`src/rtl/pdr_pkg.sv`:
```
// shared types and constants of the planar delta to rgba decoder
package pdr_pkg;

  localparam int unsigned MAX_PIXELS_DEF = 65536;

  localparam int unsigned CFG_IDX_W = 2;
  localparam int unsigned CFG_DATA_W = 9;
  localparam int unsigned SIDE_W = 9;
  localparam int unsigned PROD_W = 17;

  localparam logic [CFG_IDX_W-1:0] CFG_TILE_WIDTH = 2'd0;
  localparam logic [CFG_IDX_W-1:0] CFG_TILE_HEIGHT = 2'd1;

  localparam logic [SIDE_W-1:0] SIDE_MAX = 9'd256;
  localparam logic [SIDE_W-1:0] SIDE_MIN = 9'd1;

  localparam logic [7:0] ALPHA_OPAQUE = 8'hFF;

  localparam int unsigned OUT_DEPTH = 3;
  localparam int unsigned OUT_PTR_W = 2;
  localparam int unsigned OUT_CNT_W = 2;

  typedef enum logic [1:0] {
    PLANE_RED    = 2'd0,
    PLANE_GREEN  = 2'd1,
    PLANE_BLUE   = 2'd2,
    PLANE_UNUSED = 2'd3
  } plane_e;

  typedef struct packed {
    logic       wr_red;
    logic       wr_green;
    logic       rd;
    logic       last;
    logic [7:0] value;
  } pdr_op_t;

  typedef struct packed {
    logic [7:0] red;
    logic [7:0] green;
    logic [7:0] blue;
    logic       chunk_end;
  } pdr_pix_t;

endpackage

```
`src/rtl/pdr_core.sv`:
```
// plane and position counters, running delta sum and store control
module pdr_core import pdr_pkg::*; #(
  parameter int unsigned MaxPixels = MAX_PIXELS_DEF,
  parameter int unsigned AddrW = (MaxPixels > 1) ? $clog2(MaxPixels) : 1
) (
  input  logic                  clk_i,
  input  logic                  rst_ni,
  input  logic                  cfg_valid_i,
  input  logic [CFG_IDX_W-1:0]  cfg_index_i,
  input  logic [CFG_DATA_W-1:0] cfg_data_i,
  input  logic                  accept_i,
  input  logic [7:0]            byte_i,
  output pdr_op_t               op_o,
  output logic [AddrW-1:0]      addr_o
);

  localparam int unsigned NeedW = $clog2(MaxPixels + 1);
  localparam int unsigned SizeW = (NeedW > PROD_W) ? NeedW : PROD_W;

  logic [SIDE_W-1:0] width_q, height_q;
  logic [SIDE_W-1:0] side_w, side_h;
  logic [7:0]        running_q, value;
  logic [AddrW-1:0]  pos_q, pos;
  plane_e            plane_q, plane;
  logic [SizeW-1:0]  prod, size, pos_inc;
  logic              last;

  always_comb begin
    side_w = (width_q == '0) ? SIDE_MIN : ((width_q > SIDE_MAX) ? SIDE_MAX : width_q);
    side_h = (height_q == '0) ? SIDE_MIN : ((height_q > SIDE_MAX) ? SIDE_MAX : height_q);
    prod = SizeW'(side_w) * SizeW'(side_h);
    size = (prod > SizeW'(MaxPixels)) ? SizeW'(MaxPixels) : prod;
    pos = (SizeW'(pos_q) >= size) ? '0 : pos_q;
    plane = (plane_q == PLANE_UNUSED) ? PLANE_RED : plane_q;
    value = (pos == '0) ? byte_i : running_q + byte_i;
    pos_inc = SizeW'(pos) + SizeW'(1);
    last = (pos_inc == size);
  end

  always_comb begin
    op_o.wr_red = accept_i && (plane == PLANE_RED);
    op_o.wr_green = accept_i && (plane == PLANE_GREEN);
    op_o.rd = accept_i && (plane == PLANE_BLUE);
    op_o.last = last;
    op_o.value = value;
    addr_o = pos;
  end

  always_ff @(posedge clk_i or negedge rst_ni) begin
    if (!rst_ni) begin
      width_q <= SIDE_MAX;
      height_q <= SIDE_MAX;
      running_q <= '0;
      pos_q <= '0;
      plane_q <= PLANE_RED;
    end else if (cfg_valid_i &&
                 (cfg_index_i == CFG_TILE_WIDTH || cfg_index_i == CFG_TILE_HEIGHT)) begin
      if (cfg_index_i == CFG_TILE_WIDTH) begin
        width_q <= cfg_data_i;
      end else begin
        height_q <= cfg_data_i;
      end
      running_q <= '0;
      pos_q <= '0;
      plane_q <= PLANE_RED;
    end else if (accept_i) begin
      running_q <= value;
      if (last) begin
        pos_q <= '0;
        plane_q <= (plane == PLANE_BLUE) ? PLANE_RED : plane_e'(plane + 2'd1);
      end else begin
        pos_q <= pos_inc[AddrW-1:0];
      end
    end
  end

endmodule

```
`config.mk`:
```
export PLATFORM = sky130hd
export DESIGN_NAME = pdr_core
export DESIGN_NICKNAME = d
export VERILOG_FILES = /design/src/rtl/pdr_pkg.sv /design/src/rtl/pdr_core.sv
export SDC_FILE = /design/constraint.sdc
export NUM_CORES = 1
export LEC_CHECK = 0
export BUFFER_PORTS_ARGS = -buffer_cell sky130_fd_sc_hd__buf_4
export CORE_UTILIZATION = 43
export CTS_BUF_LIST = sky130_fd_sc_hd__clkbuf_4 sky130_fd_sc_hd__clkbuf_8
export DETAILED_ROUTE_END_ITERATION = 8
export PLACE_DENSITY = 0.61
export SLEW_MARGIN = 20
export SYNTH_ARGS = -nofsm -noshare
export SYNTH_HDL_FRONTEND = slang
export SYNTH_SLANG_ARGS = --single-unit
```
`constraint.sdc`:
```
create_clock -name clk_i -period 12.32 [get_ports clk_i]
set_input_delay 1.848 -clock clk_i [delete_from_list [all_inputs] [get_ports clk_i]]
set_output_delay 1.848 -clock clk_i [all_outputs]
set_load 0.02 [all_outputs]
```
; ---- Word-level counts from Yosys, hierarchy flattened
; Cells that the tools add are included.
[word_totals]
reg_bits = 44
latchBits = 0
mem_bits_rw = 0
romBits = 0
output_inout_bits = 28
word_cells = 51
mem_count = 0
[op_classes]
n_addsub = 3
n_mul = 1
div = 0
magnitude_cmp = 4
eq_ne = 5
shift = 0
mux = 17
n_bitwise = 1
n_reduce_logical = 15
[ops]
columns = op, count
row1 = $mux W16, 4
row2 = $mux W9, 4
row3 = $mux W8, 3
row4 = $gt A9 B9 Y1 const B, 2
row5 = $logic_not A9 Y1, 2
row6 = $add A16 B1 Y17 const B, 1
row7 = $eq A17 B17 Y1, 1
row8 = $ge A16 B17 Y1, 1
row9 = $gt A17 B17 Y1 const B, 1
row10 = $mul A9 B9 Y17, 1
row11 = $mux W17, 1
row12 = $logic_not A16 Y1, 1
row13 = $mux W2, 5
row14 = $add A8 B8 Y8, 1
row15 = $reduce_and A2 Y1, 3
row16 = $eq A2 B1 Y1 const B, 2
row17 = $eq A2 B2 Y1 const B, 2
row18 = $logic_and A1 B1 Y1, 4
row19 = $logic_not A2 Y1, 2
row20 = $reduce_bool A2 Y1, 2
row21 = $add A2 B1 Y2 const B, 1
row22 = $logic_or A1 B1 Y1, 1
row23 = $not A1 Y1, 1

; ---- Depth between registers and ports, before layout
[logic_depth]
depth_word = 13
ltp_mapped = 41
ltp_nobuf = 37

; ---- Worst setup path after synthesis
; Ideal clock, no wire load.
[synth_path]
path_type = register -> output
startpoint = register width_q[4]
endpoint = output port op_o[8] (netlist name)
arrival_time_ns = 8.400
slack_ns = 2.072
stages_incl_launch_ff = 39
n_path_buf = 5
cell_sequence = dfrtp_1 -> nor4_1 -> a21oi_1 -> nor2_1 -> nand2_1 -> fa_1 -> fa_1 -> inv_1 -> fa_1 -> inv_1 -> fa_1 -> inv_1 -> ha_1 -> o21a_1 -> o31ai_2 -> a21o_1 -> a211o_1 -> and2_0 -> [3 not listed] -> nand2_1 -> ha_1 -> a211oi_1 -> nor2_1 -> o31ai_1 -> o211ai_1 -> clkbuf_1 -> clkbuf_1 -> nand2_1 -> nand2_1 -> ha_1 -> nand2b_1 -> nand2_1 -> o221a_1 -> a211oi_1 -> nand4_1 -> nor3_1 -> buf_4
[synth_via]
elab_chain_cells = 10
word_cells_on_any_way = 11
classes_between = add/sub: 1 / mul: 1 / order compare: 3 / eq/ne: 1 / mux: 4 / reduce/logical: 1
[synth_rtl]
columns = item, line_no
row1 = from (decl), pdr_core.sv:20  ; logic [SIDE_W-1:0] width_q, height_q;
row2 = from (signal assigned), pdr_core.sv:59  ; width_q <= cfg_data_i;
row3 = $gt A9 B9 Y1, pdr_core.sv:29  ; side_w = (width_q == '0) ? SIDE_MIN : ((width_q > SIDE_MAX) ? SIDE_MAX : width_q);
row4 = $mux W9, pdr_core.sv:29
row5 = $mux W9 *, pdr_core.sv:29
row6 = $mul A9 B9 Y17 *, pdr_core.sv:31  ; prod = SizeW'(side_w) * SizeW'(side_h);
row7 = $gt A17 B17 Y1, pdr_core.sv:32  ; size = (prod > SizeW'(MaxPixels)) ? SizeW'(MaxPixels) : prod;
row8 = $mux W17 *, pdr_core.sv:32
row9 = $ge A16 B17 Y1, pdr_core.sv:33  ; pos = (SizeW'(pos_q) >= size) ? '0 : pos_q;
row10 = $mux W16, pdr_core.sv:33
row11 = $add A16 B1 Y17, pdr_core.sv:36  ; pos_inc = SizeW'(pos) + SizeW'(1);
row12 = $eq A17 B17 Y1 *, pdr_core.sv:37  ; last = (pos_inc == size);
row13 = to (decl), pdr_core.sv:13  ; output pdr_op_t op_o,
; Mark *: on every way between the ends. The rest lies on a longest branch, timed or not.

==> run_results.csv <==
group,metric,value,unit
status,outcome,"completed",
logic_synthesis,synth_cell_types,75,
clocking,clk_pin_slew,100,ps
global_routing,grt_antenna_before_repair,0,
placement,dp_slack,1420,ps
logic_synthesis,yosys.area.top_type,"dfrtp_1",
logic_synthesis,synthArstFlopShare,1.00,
sta,slew_headroom,0.407,
power,power_switching,821,µW
placement,place_congestion,0.927,
detailed_routing,vias,5976,
sta,rsz0062_at_grt,"false",
detailed_routing,drc,0,
sta,fin_ws,908,ps
clocking,clock-sinks,44,
sta,slew_viol_final,0,
power,p_int,688,µW
sta,worst-slew-pin-transition,890,ps
power,clkPwrFrac,0.081,
worst_hold_path,hp-class,"reg2reg",
worst_setup_path,worstPathMaxFanout,20,
logic_synthesis,synth_top_area_frac,0.155,
logic_synthesis,synth.area.top_cells,"dfrtp_1, fa_1, ha_1",
cells_and_area,synthToLayoutAreaGrowth,9.13,%
logic_synthesis,ys_warn_count,0,
detailed_routing,viasPerCell,5.65,
global_routing,grt_overflow,0,
die,fp.dieW,127,µm
logic_synthesis,seq_area_frac_synth,0.163,
worst_hold_path,hold_depth,1,
sta,fin_crit_sh,0.926,
sta,fmax,87.6,MHz
detailed_routing,firstDrtPassIters,5,
placement,post-dp-hpwl,14400,µm
logic_synthesis,syn_area_per_cell,8.20,µm²
clocking,insertion_delay,320,ps
global_routing,grt_pass1_vias,5597,
worst_setup_path,required,10470,ps
power,power_leakage,3.43,nW
logic_synthesis,synth_seq_cells,44,
clocking,cts_setup_buffers,0,
worst_setup_path,arrival,9560,ps
job,cap_viol_max_count,0,
die,start_util,0.444,
global_routing,grt_usage,0.231,
worst_setup_path,worst_setup_path_start_kind,"flip-flop",
worst_hold_path,hold_start,"height_q[2]$_DFFE_PN0P_",
logic_synthesis,syn-cell-area,6770,µm²
detailed_routing,wire_per_inst,17.3,µm
power,comb_power_share,0.773,
clocking,cts-htree-levels,2,
worst_setup_path,r2r_end,"pos_q[3]$_DFFE_PN0P_",
cells_and_area,final_common_cell,"inv_1",
power,power_per_cell_area,204,nW/µm²
clocking,post_cts_resize_count,0,
worst_setup_path,slowest_delay,550,ps
cells_and_area,n_antenna_cell,0,
worst_setup_path,cpMostUsedCell,"nand2_1",
cells_and_area,fillers,1513,
worst_setup_path,cp-end-kind,"output pin",
detailed_routing,postRouteAntennaNets,0,
worst_setup_path,r2r_slack,2400,ps
worst_setup_path,r2r_start,"width_q[4]$_DFFE_PN0P_",
die,dieArea,16200,µm²
die,core_area,15300,µm²
sta,finClkSkew,11.0,ps
clocking,cts_root_buf,"clkbuf_8",
die,die_y,127,µm
worst_setup_path,r2r_cells,36,
die,rows,45,
cells_and_area,final_cell_mix,"inv_1, nand2_1, nor2_1",
die,pin_count,51,
logic_synthesis,synth_edf_count,0,
sta,tns,0,ps
clocking,clk_path_buf_depth,2,
placement,portBuffers,50,
power,power_frac_seq,0.146,
sta,finalHoldViolCount,0,
logic_synthesis,syn_nets,960,
power,ir_drop,0.150,mV
sta,finalSetupViolCount,0,
power,power,1.51,mW
power,switching_share,0.544,
cells_and_area,nets,981,
worst_setup_path,crit_slowest_cell,"fa_1",
clocking,cts_tree,"yes",
global_routing,grt_max_degree,45,
clocking,cts_buffers,5,
logic_synthesis,synthFlopType,"dfrtp_1",
detailed_routing,initialDrtViolationCount,575,
cells_and_area,layout-drive-gt1-share,0.124,
global_routing,grt_pass1_wl,29700,µm
worst_hold_path,hold_end,"height_q[2]$_DFFE_PN0P_",
clocking,hold_buffers,0,
logic_synthesis,syn-instance-count,825,
cells_and_area,fin_util,0.484,
worst_setup_path,crit_type,"reg2out",
sta,min_period,11410,ps
detailed_routing,drt-total-wl,18300,µm
## worst max-delay path: cells and delay by family, from the launching register on
family / cells / cell delay (ps)
buffers and inverters: 5 / 600
AO/OA/AOI/OAI: 9 / 1910
AND/OR/NAND/NOR: 14 / 2860
flip-flops: 1 / 420
adder cells (fa/ha/maj): 7 / 3110
XOR/XNOR: 1 / 350
## cell usage after synthesis (3+ instances only)
cell	instances
o21a_1	7
mux2_2	26
nor2_1	76
o21ai_0	11
nand3_1	17
a211o_1	4
a21oi_1	30
clkbuf_1	28
nand2b_1	18
buf_2	10
nor4_1	11
o31ai_1	5
a211oi_1	10
ha_1	62
xor2_1	10
o21ai_1	3
o221a_1	3
or3_1	3
or4b_1	3
a21o_1	9
and3_1	7
o21bai_1	6
nand4b_1	4
a31oi_1	3
nor3_1	25
fa_1	50
nand4_1	11
nand2_1	89
o221ai_1	3
a31o_1	5
nor2b_1	30
mux2i_1	5
xnor2_1	25
or2_2	5
and2_1	18
o211ai_1	5
o32a_1	5
dfrtp_1	42
inv_1	92
o32ai_1	3
## how the worst max path moves through the flow
stage	start	to	slack, ps
6_report	width_q[4]$_DFFE_PN0P_	op_o[8]	910
5_1_grt	width_q[4]$_DFFE_PN0P_	op_o[8]	320
4_1_cts	width_q[4]$_DFFE_PN0P_	op_o[8]	1010
3_5_place_dp	width_q[4]$_DFFE_PN0P_	op_o[8]	1420
3_3_place_gp	width_q[4]$_DFFE_PN0P_	op_o[8]	1590
2_1_floorplan	width_q[4]$_DFFE_PN0P_	op_o[8]	2070
## cell families after synthesis
logic type | after synthesis | share of synthesized area
AND/OR/NAND/NOR | 329 | 0.245
AO/OA/AOI/OAI | 139 | 0.153
buffers and inverters | 133 | 0.0762
adder cells (fa/ha/maj) | 113 | 0.264
flip-flops | 44 | 0.163
XOR/XNOR | 36 | 0.0477
multiplexers | 31 | 0.0507
## power by group through the flow
stage	Clock (mW)	Combinational [mW]	Sequential [mW]
after floorplan	0	0.867	0.196
after global placement	0	1.16	0.221
after detailed placement	0	1.16	0.222
after CTS	0.125	1.17	0.219
after global routing	0.129	1.29	0.226
final	0.122	1.17	0.220
## cell type report
class	instances	area, µm²	share of cell area
Clock buffer	5	68.8	0.00932
Clock inverter	3	46.3	0.00627
Inverter	93	349	0.0473
Multi-Input combinational cell	648	5150	0.697
Sequential cell	44	1100	0.149
Tap cell	211	264	0.0357
Timing Repair Buffer	54	405	0.0549
## metrics by stage
step	area (µm²)	hold WS, ps	instances
6_report	7390	541	1058
5_1_grt	7390	560	1058
2_1_floorplan	6770	480	825
3_5_place_dp	7270	521	1050
3_3_place_gp	7270	515	1050
4_1_cts	7390	544	1058
## layer usage
| metal | vias to the layer above | track usage | part of all wire |
|---|---|---|---|
| met5 | - | 0 | 0 |
| met4 | 0 | 0.0539 | 0.014 |
| met3 | 19 | 0.0235 | 0.064 |
| met2 | 239 | 0.352 | 0.44 |
| met1 | 2853 | 0.350 | 0.48 |
| li1 | 2865 | - | - |
## sequential cells by signal (all words and copies together) (netlist names)
signal,count
height_q,9
running_q,8
pos_q,16
width_q,9
plane_q,2
(Power assumes the default switching activity.)
