==> src/rtl/pdr_pkg.sv <==
// shared types and constants of the planar delta to rgba decoder
package pdr_pkg;

  localparam int unsigned MAX_PIXELS_DEF = 65536;

  localparam int unsigned CFG_IDX_W = 2;
  localparam int unsigned CFG_DATA_W = 9;
  localparam int unsigned SIDE_W = 9;
  localparam int unsigned PROD_W = 17;

  localparam logic [CFG_IDX_W-1:0] CFG_TILE_WIDTH = 2'd0;
  localparam logic [CFG_IDX_W-1:0] CFG_TILE_HEIGHT = 2'd1;

  localparam logic [SIDE_W-1:0] SIDE_MAX = 9'd256;
  localparam logic [SIDE_W-1:0] SIDE_MIN = 9'd1;

  localparam logic [7:0] ALPHA_OPAQUE = 8'hFF;

  localparam int unsigned OUT_DEPTH = 3;
  localparam int unsigned OUT_PTR_W = 2;
  localparam int unsigned OUT_CNT_W = 2;

  typedef enum logic [1:0] {
    PLANE_RED    = 2'd0,
    PLANE_GREEN  = 2'd1,
    PLANE_BLUE   = 2'd2,
    PLANE_UNUSED = 2'd3
  } plane_e;

  typedef struct packed {
    logic       wr_red;
    logic       wr_green;
    logic       rd;
    logic       last;
    logic [7:0] value;
  } pdr_op_t;

  typedef struct packed {
    logic [7:0] red;
    logic [7:0] green;
    logic [7:0] blue;
    logic       chunk_end;
  } pdr_pix_t;

endpackage

==> src/rtl/pdr_out_fifo.sv <==
// three entry result queue in front of the output port
module pdr_out_fifo import pdr_pkg::*; (
  input  logic                 clk_i,
  input  logic                 rst_ni,
  input  logic                 push_i,
  input  pdr_pix_t             push_data_i,
  input  logic                 pop_i,
  output logic                 valid_o,
  output pdr_pix_t             data_o,
  output logic [OUT_CNT_W-1:0] count_o
);

  pdr_pix_t               buf_q [OUT_DEPTH];
  logic [OUT_PTR_W-1:0]   wr_ptr_q, rd_ptr_q;
  logic [OUT_CNT_W-1:0]   count_q;

  function automatic logic [OUT_PTR_W-1:0] ptr_next(input logic [OUT_PTR_W-1:0] p);
    ptr_next = (p == OUT_PTR_W'(OUT_DEPTH - 1)) ? '0 : p + OUT_PTR_W'(1);
  endfunction

  always_ff @(posedge clk_i) begin
    if (push_i) begin
      buf_q[wr_ptr_q] <= push_data_i;
    end
  end

  always_ff @(posedge clk_i or negedge rst_ni) begin
    if (!rst_ni) begin
      wr_ptr_q <= '0;
      rd_ptr_q <= '0;
      count_q <= '0;
    end else begin
      if (push_i) begin
        wr_ptr_q <= ptr_next(wr_ptr_q);
      end
      if (pop_i) begin
        rd_ptr_q <= ptr_next(rd_ptr_q);
      end
      if (push_i && !pop_i) begin
        count_q <= count_q + OUT_CNT_W'(1);
      end else if (pop_i && !push_i) begin
        count_q <= count_q - OUT_CNT_W'(1);
      end
    end
  end

  assign valid_o = (count_q != '0);
  assign data_o = buf_q[rd_ptr_q];
  assign count_o = count_q;

endmodule

==> config.mk <==
export PLATFORM = sky130hd
export DESIGN_NAME = pdr_out_fifo
export DESIGN_NICKNAME = d
export VERILOG_FILES = /design/src/rtl/pdr_pkg.sv /design/src/rtl/pdr_out_fifo.sv
export SDC_FILE = /design/constraint.sdc
export NUM_CORES = 1
export LEC_CHECK = 0
export ABC_AREA = 1
export BUFFER_PORTS_ARGS = -buffer_cell sky130_fd_sc_hd__buf_2
export CORE_UTILIZATION = 38
export CTS_BUF_LIST = sky130_fd_sc_hd__clkbuf_4 sky130_fd_sc_hd__clkbuf_8
export DETAILED_ROUTE_END_ITERATION = 8
export PLACE_DENSITY_LB_ADDON = 0.1
export SETUP_SLACK_MARGIN = 0.05
export SYNTH_ARGS = -nofsm -noshare
export SYNTH_HDL_FRONTEND = slang
export SYNTH_SLANG_ARGS = --single-unit
==> constraint.sdc <==
create_clock -name clk_i -period 5 [get_ports clk_i]
set_input_delay 0.5 -clock clk_i [delete_from_list [all_inputs] [get_ports clk_i]]
set_output_delay 0.5 -clock clk_i [all_outputs]
set_load 0.02 [all_outputs]
Word level (Yosys, flattened, before mapping). Memories as Yosys holds them, arrays and structs flattened. Cells that the tools add are included.

Output and inout port bits: 28. Memory bits (writable): 75. Register bits after elaboration: 6. Word-level logic and storage cells: 22. Memories: 1. Input bits: 29.

Add/subtract/negate cells: 4. Muxes and demuxes: 6. Equal/unequal tests: 2. Reductions and logical operators: 6.

Memories: buf_q (words 3, width 25, read ports 1, clocked after memory_dff 0, write ports 1, RTL line pdr_out_fifo.sv:13) `pdr_pix_t buf_q [OUT_DEPTH];`.

Operator list (number): two-way mux 2 bit (4); adder 2 x 1 -> 2 bit (second input constant) (3); == test 2 bit (second input constant) (2); nonzero test 2 bit (2); logical AND 1 bit (2); logical NOT 1 bit (2); two-way mux 1 bit (2); subtractor 2 x 1 -> 2 bit (second input constant) (1).

Longest topological paths before layout. Gate-level depths: netlist (run 1).

Depth after elaboration: 4. Mapped depth: 7. Gate-level depth less buffers: 7.

Worst setup path after synthesis (run 1). No wires, ideal clock.

Path type: input to register. Start point: input port push_i. End point: memory buf_q[2][0] (netlist name), enable pin. Stages on the path: 2. Setup time: 0.407 ns. Path buffers: 0. Data arrival time: 1.616 ns. Path slack: 2.977 ns. Required time: 4.593 ns. Cell sequence: nand2_1 -> nor2_1.

Word-level cells in the longest chain between the ends: 2.

Ends and longest elaborated chain: start, declared (RTL line pdr_out_fifo.sv:5) `input logic push_i,`; two-way mux 1 bit (RTL line pdr_out_fifo.sv:22) `if (push_i) begin`; two-way mux 1 bit (not written as such) (RTL line pdr_out_fifo.sv:23) `buf_q[wr_ptr_q] <= push_data_i;`; end, declared (RTL line pdr_out_fifo.sv:13).

No other way between the ends.

==> flow_summary.yaml, run 1 <==
power_and_ir_drop:
  ir_drop_uv: 225
  p_leak_nw: 1.45
  power.density_nw_per_um2: 580
layout:
  area_delta_synth_final_pct: 20.6
  fill_cells: 731
  n_antenna_cell: 0
  nNetsFinal: 312
  final_cell_area_um2: 3640
  seqCellArea_um2: 2400
  multiInputGateArea_um2: 544
  drive_above_1_share_pct: 26.6
sta:
  setup_viol: 0
  fin_worst_skew_ps: 7.47
  slew_headroom_pct: 22.9
  finalHoldViolCount: 0
  worstMarginPinSlew_ps: 1160
  fin_crit_ps: 2830
  maxSlewViolCount: 0
  rsz0062_at_grt: "false"
  period_share_pct: 56.7
  setup_tns_ps: 0
  max_freq_mhz: 353
logic_synthesis:
  seq_area_frac_synth_pct: 79.6
  synth.net_count: 250
  synth_top_area_share_pct: 74.6
  synthTopCellsByArea: "edfxtp_1 75%, nand2_1 11%, dfrtp_1 5.0%, nand3_1 4.6%, inv_1 1.1%"
  synth_cells: 220
  ys_warn_count: 0
  avgSynthCellArea_um2: 13.7
  ys_seq_elements: 81
  synth_top_area_cell: "edfxtp_1"
  yosysUniqueCellTypes: 15
  synthesis.area_um2: 3020
floorplan:
  die_h_um: 91.1
  rows: 32
  ios: 57
  fp.coreArea_um2: 7690
  dieArea_um2: 8310
  start_util_pct: 39.3
  die_w_um: 91.1
clock_tree:
  cts_resized: 0
  clk_latency_ps: 330
  cts-root-buf: "clkbuf_8"
  cts_tree: "done"
  clk_path_buf_depth: 2
  cts_buffers: 9
  htreeDepth: 3
  clock_sinks: 81
  clk_pin_slew_worst_paths_ps: 80
setup_path:
  critical_path_required_ps: 4500
  path_cells: "nor2_4 -> nand2_1 -> nand3_1 -> buf_2"
  crit_slowest_cell: "dfrtp_1"
  cp.arrival_ps: 2330
  worstPathMaxFanout: 28
  worstSetupPathType: "register to output pin"
  rr_endpoint: "rd_ptr_q[0]$_DFFE_PN0P_"
  crit_path_end_kind: "output pin"
  r2r_slack_ps: 3150
  ff2ff_path_depth: 3
  r2r-start: "rd_ptr_q[1]$_DFFE_PN0P_"
  cp_slowest_stage_delay_ps: 820
  startpoint_type: "register"
hold_path:
  holdPathStages: 1
  hold_class: "input port to register"
  min_from: "push_data_i[14]"
  whs_endpoint: "buf_q[2][14]$_DFFE_PP_"
grt:
  first_global_vias: 1729
  antenna_found_initial: 0
  gr-total-overflow: 0
  grt_max_degree: 29
  grt_pass1_wl_um: 8700
  grt_usage_pct: 14.3
routing:
  via_count: 1791
  wl_met1_um: 2520
  wl_met2_um: 2610
  wl_um: 5400
  first_iter_violations: 71
  routedWlPerCell_um: 13.9
  drtPass1Iterations: 6
  viasPerCell: 4.62
  drc: 0
  wl_met3_um: 176
  top_layer_used: "met4"
  ant_nets: 0
status:
  status: "complete, no violations"
placement:
  dpl.hpwl_um: 3310
  placedInstanceArea_um2: 3400
  place_congestion: 0.661
  place.port_buffers: 56
job:
  maxCapViolations: 0
worst max-delay path by stage:
stage / from / endpoint / cells past startpoint
floorplan: push_i / buf_q[2][0]$_DFFE_PP_ / 2
global placement: rd_ptr_q[1]$_DFFE_PN0P_ / data_o[13] / 4
detailed placement: rd_ptr_q[1]$_DFFE_PN0P_ / data_o[13] / 4
CTS: rd_ptr_q[1]$_DFFE_PN0P_ / data_o[13] / 4
global route: rd_ptr_q[1]$_DFFE_PN0P_ / data_o[24] / 4
finish: rd_ptr_q[1]$_DFFE_PN0P_ / data_o[15] / 4
critical path: cells and delay by family, from the launching register on:
kind / cells / cell delay [ps]
simple gates: 3 / 1010
flops: 1 / 820
buf+inv: 1 / 170
metal layers:
| layer | vias to the layer above | global-route usage [%] |
|---|---|---|
| li1 | 886 | - |
| met1 | 864 | 17.7 |
| met2 | 34 | 23.1 |
| met3 | 7 | 3.27 |
| met4 | 0 | 7.94 |
| met5 | - | 0 |
placed cells by master, fill, tap and decap left out:
| cell type | instances |
|---|---|
| buf_2 | 56 |
| buf_4 | 1 |
| bufinv_16 | 3 |
| clkbuf_8 | 9 |
| clkinv_2 | 2 |
| clkinvlp_4 | 1 |
| dfrtp_1 | 6 |
| dlygate4sd3_1 | 1 |
| edfxtp_1 | 75 |
| ha_1 | 1 |
| inv_1 | 9 |
| inv_2 | 1 |
| nand2_1 | 85 |
| nand3_1 | 28 |
| nand4_1 | 1 |
| nor2_4 | 2 |
| nor2_8 | 1 |
| o21ai_0 | 3 |
| xnor2_1 | 1 |
synthesized netlist by cell type:
cell / n
nand2_1: 85
edfxtp_1: 75
nand3_1: 28
inv_1: 9
dfrtp_1: 6
buf_2: 4
buf_4: 3
o21ai_0: 3
ha_1: 1
inv_2: 1
nand4_1: 1
nor2_1: 1
nor2_4: 1
nor2_8: 1
xnor2_1: 1
layout make-up:
| cell class | instances | share of cell area [%] |
|---|---|---|
| clock buffer | 9 | 3.40 |
| clock inverter | 6 | 2.96 |
| inverter | 10 | 1.03 |
| multi-input combinational | 122 | 14.9 |
| sequential | 81 | 66.0 |
| tap | 102 | 3.51 |
| timing repair buffer | 58 | 8.18 |
per-stage QoR:
step	utilization (%)	worst slack (ps)	instances	power (W)	hold slack [ps]
floorplan	-	2980	220	0.00137	204
global placement	44.2	2480	372	0.00160	345
detailed placement	44.2	2450	372	0.00160	339
CTS	47.4	2070	388	0.00215	342
global route	47.4	1960	388	0.00224	347
finish	47.4	2170	388	0.00211	360
registers in the layout, summed over array words and instances (netlist names):
register / flops
buf_q: 75
rd_ptr_q: 2
count_o: 2
wr_ptr_q: 2
report_power, final:
part	leakage (nW)	switching, W	total [W]	internal [W]
registers	0.766	0.0000632	0.000936	0.000872
clock network	0.115	0.000222	0.000549	0.000327
logic	0.565	0.000441	0.000628	0.000187
total	1.45	0.000726	0.00211	0.00139
repair_timing:
item                                   CTS  global route
hold buffers                             1             0
endpoints found under the hold margin    6             0
setup buffers                            0             0
kinds of logic (layout without fill, tap and decap cells):
group	Yosys count	after routing	share of synthesized area, %
simple gates	117	117	16.6
flops	81	81	79.6
buf+inv	17	83	2.65
compound gates	3	3	0.497
fa+ha+maj	1	1	0.414
xor+xnor	1	1	0.290
No activity file was read; power rests on OpenSTA's default activity.
==> run 2: changes to the inputs <==
- ABC_AREA: 1 -> 0
- clock period: 5 -> 2.9 ns (I/O delays scaled with it)
==> flow_summary.yaml, run 2 <==
sta:
  max_freq_mhz: 476
  period_share_pct: 72.4
  worstMarginPinSlew_ps: 845
  setup_tns_ps: 0
  maxSlewViolCount: 0
  rsz0062_at_grt: "false"
  fin_crit_ps: 2100
  finalHoldViolCount: 0
  setup_slack_ps: 800
  hold-worst-slack_ps: 154
  fin_worst_skew_ps: 4.02
  setup_viol: 0
  slew_headroom_pct: 43.7
clock_tree:
  cts-root-buf: "clkbuf_8"
  postCtsSetupBuffers: 0
  clock_sinks: 81
  clk_pin_slew_worst_paths_ps: 70
  cts_tree: "done"
  htreeDepth: 3
  clk_path_buf_depth: 2
  clk_latency_ps: 330
  cts_buffers: 9
grt:
  antenna_found_initial: 0
  grt_max_degree: 53
  first_global_vias: 1668
  gr-total-overflow: 0
  grt_usage_pct: 13.4
  grt_pass1_wl_um: 8200
logic_synthesis:
  ys.flop_type: "edfxtp_1"
  synth_top_area_cell: "edfxtp_1"
  ys_warn_count: 0
  synth_cells: 184
  synth_edf_count: 75
  avgSynthCellArea_um2: 16.7
  synth-async-reset-ratio_pct: 7.41
  yosys-top-cells-count: "75 x edfxtp_1, 27 x nand2_1, 26 x mux2i_1"
  synth_top_area_share_pct: 73.4
  synthTopCellsByArea: "edfxtp_1 73%, mux2i_1 8.5%, dfrtp_1 4.9%, nand2_1 3.3%, o21ai_1 3.1%"
  synthesis.area_um2: 3070
  synth.net_count: 214
  seq_area_frac_synth_pct: 78.3
  ys_seq_elements: 81
  yosysUniqueCellTypes: 20
  synth_most_common_cell: "edfxtp_1"
routing:
  wl_um: 5130
  routedWlPerCell_um: 14.6
  viasPerCell: 4.65
  drtPass1Iterations: 4
  ant_nets: 0
  drc: 0
  first_iter_violations: 51
  via_count: 1638
placement:
  place.port_buffers: 56
  place_congestion: 0.647
  pre_cts_ws_ps: 1090
  dpl.hpwl_um: 3140
  placed_cells: 337
setup_path:
  worstSetupPathType: "register to output pin"
  critPathLaunch: "rd_ptr_q[0]$_DFFE_PN0P_"
  r2r-start: "wr_ptr_q[0]$_DFFE_PN0P_"
  rr_endpoint: "buf_q[1][14]$_DFFE_PP_"
  critical_path_required_ps: 2610
  r2r_slack_ps: 1360
  endpoint: "data_o[1]"
  ff2ff_path_depth: 2
  worstPathMaxFanout: 26
  crit_path_end_kind: "output pin"
  cp.arrival_ps: 1810
  startpoint_type: "register"
layout:
  largest_reg_flops: 75
  final_common_cell: "edfxtp_1"
  nNetsFinal: 277
  drive_above_1_share_pct: 31.6
  layout.cells.non_filler: 352
  mostFrequentLayoutCells: "75 x edfxtp_1, 56 x buf_2, 27 x nand2_1"
  fill_cells: 680
  area_delta_synth_final_pct: 20.1
  regMostFlops: "buf_q"
  seqCellArea_um2: 2400
  n_antenna_cell: 0
  multiInputGateArea_um2: 596
power_and_ir_drop:
  p_leak_nw: 1.40
  ir_drop_uv: 430
  power.density_nw_per_um2: 887
job:
  maxCapViolations: 0
floorplan:
  die_h_um: 91.9
  ios: 57
  rows: 32
  die_w_um: 91.9
  start_util_pct: 39.5
  fp.coreArea_um2: 7770
  dieArea_um2: 8440
hold_path:
  hold_class: "input port to register"
  min_from: "pop_i"
status:
  status: "complete, no violations"
-- run 2: cell count changes in the layout (fill, tap and decap cells not counted), moves of 3 or more --
| cell | change |
|---|---|
| nand2_1 | -58 |
| nand3_1 | -28 |
| mux2i_1 | +26 |
| o21ai_1 | +19 |
| inv_1 | -6 |
| o21ai_0 | +4 |
| buf_4 | +3 |
-- run 2: where the power goes --
part	switching [W]	total [W]	internal (W)	leakage, nW
Combinational	0.000432	0.000693	0.000261	0.528
Sequential	0.000150	0.00165	0.00150	0.763
Clock	0.000357	0.000926	0.000569	0.113
Total	0.000938	0.00327	0.00233	1.40
-- run 2: how the worst min path moves through the flow --
stage,to,depth (start not counted)
final,rd_ptr_q[0]$_DFFE_PN0P_,2
after global routing,buf_q[2][20]$_DFFE_PP_,1
after CTS,buf_q[2][7]$_DFFE_PP_,1
after detailed placement,count_o[1]$_DFFE_PN0P_,1
after global placement,count_o[1]$_DFFE_PN0P_,1
after floorplan,count_o[0]$_DFFE_PN0P_,0
-- run 2: kinds of logic (layout without fill, tap and decap cells) --
logic type	Yosys count	after routing	synth area share, %
mux	26	26	8.48
buf+inv	12	78	2.89
simple gates	33	33	4.36
fa+ha+maj	1	1	0.408
flops	81	81	78.3
compound gates	28	28	4.73
xor+xnor	3	3	0.856
-- run 2: critical path, cell delays in order (launching register included) --
cell and delay (ps):
dfrtp_2 900, mux2i_1 160, o21ai_0 210, buf_2 210
-- run 2: final cells by class --
type,instances,share of cell area [%]
clock buffers,10,3.57
clock inverters,4,2.55
inverters,3,0.306
multi-input cells,91,16.2
flip-flops and latches,81,65.3
well taps,102,3.46
repair buffers,61,8.69
-- run 2: per-layer routing --
metal | track usage, % | vias up | part of all wire (%)
li1 | - | 809 | -
met1 | 14.9 | 780 | 42
met2 | 22.6 | 41 | 51
met3 | 5.39 | 8 | 5.3
met4 | 6.12 | 0 | 1.9
met5 | 0 | - | 0
-- run 2: what timing repair did --
action,CTS,global route
hold endpoints to repair,6,0
resized for setup,0,0
hold buffers,1,0
-- run 2: through the flow --
step	power, W	util [%]	area [um2]
after floorplan	0.00214	-	3070
after global placement	0.00238	44.4	3450
after detailed placement	0.00239	44.4	3450
after CTS	0.00333	47.4	3680
after global routing	0.00344	47.4	3680
final	0.00327	47.4	3680
